===== config.mk =====
export PLATFORM = sky130hd
export DESIGN_NAME = stt_mod_unit
export DESIGN_NICKNAME = d
export VERILOG_FILES = /design/src/hdl/stt_pkg.sv /design/src/hdl/stt_mod_unit.sv
export SDC_FILE = /design/constraint.sdc
export NUM_CORES = 1
export LEC_CHECK = 0
export ABC_AREA = 1
export BUFFER_PORTS_ARGS = -buffer_cell sky130_fd_sc_hd__clkbuf_2
export CELL_PAD_IN_SITES_DETAIL_PLACEMENT = 0
export CELL_PAD_IN_SITES_GLOBAL_PLACEMENT = 1
export CORE_AREA = 2 2 138 113
export DETAILED_ROUTE_END_ITERATION = 16
export DIE_AREA = 0 0 140 115
export PLACE_DENSITY_LB_ADDON = 0.1
export SLEW_MARGIN = 10
export SYNTH_ARGS = -nofsm -noshare
export SYNTH_HDL_FRONTEND = slang
export SYNTH_SLANG_ARGS = --single-unit

===== constraint.sdc =====
create_clock -name clk_i -period 3.7 [get_ports clk_i]
set_clock_uncertainty 0.15 [all_clocks]
set_input_delay 1.11 -clock clk_i [delete_from_list [all_inputs] [get_ports clk_i]]
set_output_delay 1.11 -clock clk_i [all_outputs]
set_load 0.01 [all_outputs]

===== src/hdl/stt_pkg.sv =====
// Package: shared constants and types of the transposition table core.
`default_nettype none
package stt_pkg;
  localparam int unsigned TableDepth  = 65536;
  localparam int unsigned IdxW        = $clog2(TableDepth);
  localparam int unsigned ScoreOffset = 32000;
  localparam int unsigned KeyW        = 64;
  localparam int unsigned CntW        = 17;
  localparam int unsigned MoveW       = 25;
  localparam int unsigned DataW       = 50;

  typedef enum logic [1:0] {
    REQ_PROBE = 2'd0,
    REQ_MOVE  = 2'd1,
    REQ_STORE = 2'd2,
    REQ_CLEAR = 2'd3
  } req_e;

  typedef enum logic [1:0] {
    CFG_ENTRY_COUNT = 2'd0,
    CFG_AGE         = 2'd1,
    CFG_MATE_THR    = 2'd2
  } cfg_idx_e;

  typedef enum logic [1:0] {
    BND_UPPER = 2'd0,
    BND_LOWER = 2'd1,
    BND_EXACT = 2'd2
  } bound_e;

  typedef enum logic [2:0] {
    ST_IDLE,
    ST_CLEAR,
    ST_DIV,
    ST_READ,
    ST_WAIT,
    ST_EVAL,
    ST_OUT
  } state_e;
endpackage
`default_nettype wire


===== src/hdl/stt_mod_unit.sv =====
// Bit-serial remainder unit: key modulo entry count, one key bit per cycle.
`default_nettype none
module stt_mod_unit (
  input  wire logic                        clk_i,
  input  wire logic                        rst_ni,
  input  wire logic                        start_i,
  input  wire logic [stt_pkg::KeyW-1:0]    key_i,
  input  wire logic [stt_pkg::CntW-1:0]    div_i,
  output logic                             done_o,
  output logic [stt_pkg::IdxW-1:0]         rem_o
);
  import stt_pkg::*;

  localparam int unsigned BitW = $clog2(KeyW + 1);

  logic [KeyW-1:0] key_q, key_d;
  logic [CntW:0]   rem_q, rem_d;
  logic [CntW-1:0] div_q, div_d;
  logic [BitW-1:0] cnt_q, cnt_d;
  logic            busy_q, busy_d;
  logic [CntW:0]   trial;

  always_comb begin
    key_d  = key_q;
    rem_d  = rem_q;
    div_d  = div_q;
    cnt_d  = cnt_q;
    busy_d = busy_q;
    trial  = {rem_q[CntW-1:0], key_q[KeyW-1]};
    if (start_i) begin
      key_d  = key_i;
      rem_d  = '0;
      // clamp the modulus into 1..TableDepth
      if (div_i == '0) div_d = CntW'(1);
      else if (div_i > CntW'(TableDepth)) div_d = CntW'(TableDepth);
      else div_d = div_i;
      cnt_d  = '0;
      busy_d = 1'b1;
    end else if (busy_q) begin
      // shift in one key bit, subtract once
      key_d = {key_q[KeyW-2:0], 1'b0};
      if (trial >= {1'b0, div_q}) rem_d = trial - {1'b0, div_q};
      else rem_d = trial;
      cnt_d = cnt_q + BitW'(1);
      if (cnt_q == BitW'(KeyW - 1)) busy_d = 1'b0;
    end
  end

  always_ff @(posedge clk_i or negedge rst_ni) begin
    if (!rst_ni) begin
      busy_q <= 1'b0;
      cnt_q  <= '0;
    end else begin
      busy_q <= busy_d;
      cnt_q  <= cnt_d;
    end
  end

  always_ff @(posedge clk_i) begin
    key_q <= key_d;
    rem_q <= rem_d;
    div_q <= div_d;
  end

  assign done_o = busy_q && (cnt_q == BitW'(KeyW - 1));
  assign rem_o  = rem_d[IdxW-1:0];
endmodule
`default_nettype wire


==> qor.csv, run 1 <==
metric,value,unit
r2r_slack,1470,ps
fin_crit_sh,97.5,%
cts_hold_buf,0,
grt_usage,17.6,%
slowest_stage,fa_2,
pre_cts_slack,315,ps
fin_area,7210,um2
grt_pass1_vias,4430,
final-hold-violation-count,0,
synth_area,5770,um2
wl,14000,um
synth-edff-count,81,
holdWs,348,ps
dr_total_vias,4824,
n_fill_cell,1498,
final.setup.worst_slack,92.7,ps
slowest_delay,400,ps
coreArea,14800,um2
firstDrtPassIters,11,
crit_chain,inv_2 -> ha_4 -> inv_2 -> fa_2 -> nand2_2 -> nand3_2 -> nand3_2 -> nand2_4 -> nand2_4 -> nand2_2 -> nand2_1 -> nand2_1 -> nor2_1 -> nor2_1 -> nor2_1 -> buf_2,
fp.dieH,115,um
drt-vias-per-instance,4.63,
path_common_cell,nor2_1,
io_buffers,100,
post-dp-hpwl,10100,um
grt_pass1_wl,22100,um
r2r-start,key_q[63],
rows,40,
drv_slew,0,
worstMarginPinSlew,729,ps
crit_type,flop to output port,
startpoint_type,flop,
yosys_most_used_dff,edfxtp_1,
synthesis.nets,843,
synthArstFlopShare,7.55,%
synth.distinct_cells,34,
yosys_warnings,0,
wire_per_inst,13.5,um
reg2reg_depth,14,
cts_tree,yes,
cts_sinks,106,
drt_iter0_markers,357,
avgSynthCellArea,7.82,um2
ios,101,
path_clk_slew,70,ps
finalSetupTns,0,ps
drive_gt1_share,24.6,%
fmax,277,MHz
antenna_found_initial,0,
cp_data_required_time,2440,ps
stdcell_count,1041,
arrival,2350,ps
fin_nets,953,
ant_nets,0,
p_per_area,625,nW/um2
finalSetupViolCount,0,
cp-end-kind,output port,
ys_seq_area_share,51.5,%
placement.cell_area,6500,um2
fp.dieW,140,um
route.detailed.drc,2,
ys_seq_elements,106,
ir_drop,279,uV
crit_fanout,4,
diodes,0,
numCtsBuffers,9,
dpl.cell_count,1016,
outcome,"complete, but fails checks",
die-area,16100,um2
violations,DRC,
area_growth,25.0,%
leakagePower,3.78,nW
startpoint,key_q[63],
rsz0062_at_grt,true,
slew_headroom,51.4,%
worstHoldStart,rem_q[16],
cts-root-buf,clkbuf_16,
maxCapViolCount,0,
r2r-end,rem_q[14],
syn_inst,738,
htreeDepth,3,
hold_class,flop to flop,
fin_util,48.9,%
initial_core_util,39.1,%
total_power,4.51,mW
clock_latency,360,ps
globalRouteOverflowTotal,0,
min_period,3610,ps
gp_congestion,0.853,
grt_max_degree,71,
setup.worst_path.end,rem_o[12],
cts_buffer_depth,2,
synthesized netlist by cell type (all sizes together) (5+ instances only):
library cell	instances	share of area, %
buf	5	0.59
clkbuf	17	1.2
nand2	354	23
edfxtp	81	42
xnor2	5	0.76
inv	100	6.5
a21oi	19	1.6
dfxtp	17	5.9
nand3	33	2.9
nor2	41	2.9
dfrtp	8	3.5
ha	20	4.3
nor3	8	0.69
o21ai	8	0.69
sequential cells by signal, summed over array words and instances (netlist names):
name	count
busy_q	1
cnt_q	7
div_q	17
key_q	64
rem_q	17
cell type report:
cell class,count,area [um2],share of cell area (%)
clock buffer,10,229,3.17
clock inverter,5,37.5,0.520
inverter,102,383,5.31
multi-input combinational,508,2670,37.0
sequential,106,2970,41.2
tap,189,236,3.28
timing repair buffer,121,688,9.54
routing by layer:
metal	vias up	wire (um)	track usage [%]
met3	13	808	4.46
met2	107	5650	25.0
li1	2524	-	-
met4	0	180	4.65
met1	2180	7380	26.7
met5	-	0	0
worst min path at each step:
stage                end  slack [ps]  depth (start not counted)
6_report       rem_q[16]         350                          2
2_1_floorplan  rem_q[16]         290                          2
5_1_grt         key_q[1]         380                          2
3_5_place_dp   rem_q[16]         310                          2
4_1_cts        rem_q[16]         330                          2
3_3_place_gp   rem_q[16]         310                          2
placed cells by master, fill, tap and decap left out, types with 2 or more instances in the layout:
cell type and count:
inv_1 87, xnor2_1 5, nand2_1 334, nor3_1 8, inv_2 15, and3_1 2, clkbuf_2 92, nand2_2 14
a21oi_2 3, nor2_2 6, nor2_1 30, clkbuf_16 9, nand3_2 10, nand2_4 6, buf_2 7, nand3b_1 4
nor2_4 5, nor4_1 4, buf_4 17, inv_6 3, dfrtp_1 8, a21oi_1 15, o21ai_0 7, edfxtp_1 81
dfxtp_1 17, nand3_1 22, buf_6 4, ha_4 14, nand4_1 2, xor2_1 3, ha_1 6
where the power goes:
| part | internal (mW) | total, mW | switching, mW |
|---|---|---|---|
| clock network | 0.459 | 0.908 | 0.449 |
| logic | 0.830 | 1.98 | 1.15 |
| registers | 1.47 | 1.62 | 0.149 |
worst max-delay path, delay by kind of cell, from the launching register on:
family | cells | cell delay (ps)
and+or+nand+nor | 11 | 800
adders and majority gates | 2 | 530
DFF | 1 | 380
buffers and inverters | 3 | 280
kinds of logic (layout without fill, tap and decap cells):
kind of cell	Yosys count	in the layout	synth area share, %
compound gates	29	29	2.62
fa+ha+maj	21	21	4.68
simple gates	450	450	31.6
buf+inv	124	238	8.39
flops	106	106	51.5
xor+xnor	8	8	1.21
timing repair:
item	CTS	global route
setup endpoints to repair	16	16
pin swaps	1	30
buffers inserted	2	8
gates resized for setup	12	73
No activity file was read; power rests on OpenSTA's default activity.
==> run 2: changes to the inputs <==
==> constraint.sdc (replaced) <==
create_clock -name clk_i -period 3.7 [get_ports clk_i]
set_clock_uncertainty 0.15 [all_clocks]
set_input_delay 1.11 -clock clk_i [delete_from_list [all_inputs] [get_ports clk_i]]
set_output_delay 1.11 -clock clk_i [all_outputs]
set_load 0.005 [all_outputs]
==> run 2 against run 1 <==
The run still ends with DRC left; non-clock buffer count increased by 4; design area decreased by 0.31%; sequential share of layout area rose by 0.13 points; hold slack lost 18 ps; clock power rose by 1%.
==> qor.csv, run 2 (synthesis results as in run 1) <==
metric,value,unit,change
die-area,16100,um2,unchanged
clock_latency,350,ps,about the same
drt-vias-per-instance,4.62,,-0.27%
globalRouteOverflowTotal,0,,unchanged
fin_crit_sh,99.6,%,+2.1 points
cp-end-kind,output port,,
mostFrequentLayoutCell,nand2_1,,
htreeDepth,3,,unchanged
final-hold-violation-count,0,,unchanged
dr_total_vias,4834,,+0.21%
rsz0062_at_grt,true,,
p_per_area,619,nW/um2,-0.98%
io_buffers,100,,unchanged
total_power,4.45,mW,-1.3%
area_growth,24.7,%,
drt_iter0_markers,316,,-11%
gp_congestion,0.852,,-0.12%
crit_fanout,4,,unchanged
cts_tree,yes,,
ios,101,,unchanged
arrival,2420,ps,+70 ps
outcome,"complete, but fails checks",,
wire_per_inst,13.4,um,-0.31%
fin_nets,957,,+0.42%
ir_drop,287,uV,+3.1%
crit_type,flop to output port,,
wl,14000,um,+0.17%
setup.worst_path.end,rem_o[8],,
firstDrtPassIters,11,,unchanged
r2r_slack,1400,ps,-70 ps
maxCapViolCount,0,,unchanged
reg2reg_depth,14,,unchanged
cts_buffer_depth,2,,unchanged
ant_nets,0,,unchanged
cts_sinks,106,,unchanged
antenna_found_initial,0,,unchanged
startpoint,key_q[63],,
drv_slew,0,,unchanged
cp_data_required_time,2440,ps,about the same
violations,DRC,,
numCtsBuffers,9,,unchanged
largest_reg_flops,64,,unchanged
cts_hold_buf,0,,unchanged
fmax,271,MHz,-2.1%
top_regs,"key_q: 64 flops, div_q: 17 flops, rem_q: 17 flops",,
cts-root-buf,clkbuf_16,,
leakagePower,3.77,nW,-0.32%
diodes,0,,unchanged
grt_max_degree,71,,unchanged
r2r-end,rem_q[15],,
regMostFlops,key_q,,
min_period,3680,ps,+76.8 ps
initial_core_util,39.1,%,unchanged
fin_util,48.7,%,-0.15 points
fin_area,7190,um2,-0.31%
fp.dieW,140,um,unchanged
grt_pass1_wl,21800,um,-1.6%
finalSetupViolCount,0,,unchanged
drive_gt1_share,24.7,%,+0.090 points
n_fill_cell,1501,,+0.20%
grt_pass1_vias,4311,,-2.7%
worstMarginPinSlew,708,ps,-21.2 ps
hold_class,flop to flop,,
placement.cell_area,6500,um2,unchanged
finalSetupTns,0,ps,unchanged
layout_common_cells,"nand2_1, clkbuf_2, inv_1, edfxtp_1, nor2_1",,
grt_usage,17.3,%,-0.30 points
rows,40,,unchanged
coreArea,14800,um2,unchanged
post-dp-hpwl,10000,um,-0.98%
path_clk_slew,70,ps,about the same
slew_headroom,52.8,%,+1.4 points
fp.dieH,115,um,unchanged
startpoint_type,flop,,
route.detailed.drc,2,,unchanged
r2r-start,key_q[63],,
==> run 2: worst max-delay path: stages (launching register included) <==
cell and delay [ps]:
edfxtp_1 390, inv_2 100, ha_4 150, inv_4 30
fa_2 390, nand2_2 90, nand3_2 80, nand3_2 90
nand2_2 80, buf_4 150, xnor2_1 120, nor2_1 100
nor2_1 50, nor2_1 120, clkbuf_2 130
==> run 2: report_power, final <==
group	switching, mW	total [mW]	leakage (nW)	internal (mW)
clock network	0.454	0.917	0.131	0.463
registers	0.144	1.61	1.11	1.47
logic	1.11	1.92	2.53	0.813
==> run 2: worst min path at each step <==
stage,slack [ps],startpoint,cells past startpoint,to
after floorplan,290,rem_q[16],2,rem_q[16]
after global placement,310,rem_q[16],2,rem_q[16]
after detailed placement,310,rem_q[16],2,rem_q[16]
after CTS,320,rem_q[16],2,rem_q[16]
after global routing,380,key_q[0],2,key_q[1]
final,330,rem_q[16],2,rem_q[16]
==> run 2: area by class of cell <==
type	instances	area (um2)	share of cell area, %
multi-input combinational	508	2610	36.2
timing repair buffer	125	718	9.99
clock buffer	11	233	3.24
sequential	106	2970	41.3
tap	189	236	3.29
clock inverter	5	38.8	0.539
inverter	102	388	5.39
==> run 2: layer usage <==
layer  track usage, %  part of all wire, %  vias up  wire length [um]
li1                 -                    -     2533                 -
met1             26.3                   53     2181              7380
met2             24.4                   41      113              5770
met3             4.37                  5.7        7               794
met4             4.65                 0.71        0                99
met5                0                    0        -                 0
==> run 2: repair_timing <==
| item | 4_1_cts | 5_1_grt |
|---|---|---|
| cloned | 0 | 1 |
| pin swaps | 1 | 26 |
| endpoints found under the setup margin | 16 | 16 |
| gates resized for setup | 12 | 61 |
| buffers inserted | 3 | 10 |
==> run 2: through the flow <==
step	hold slack [ps]	cells	worst slack [ps]
after global placement	308	1016	366
after global routing	379	1046	-107
after CTS	322	1035	24.0
after floorplan	290	738	379
after detailed placement	309	1016	316
final	330	1046	15.9
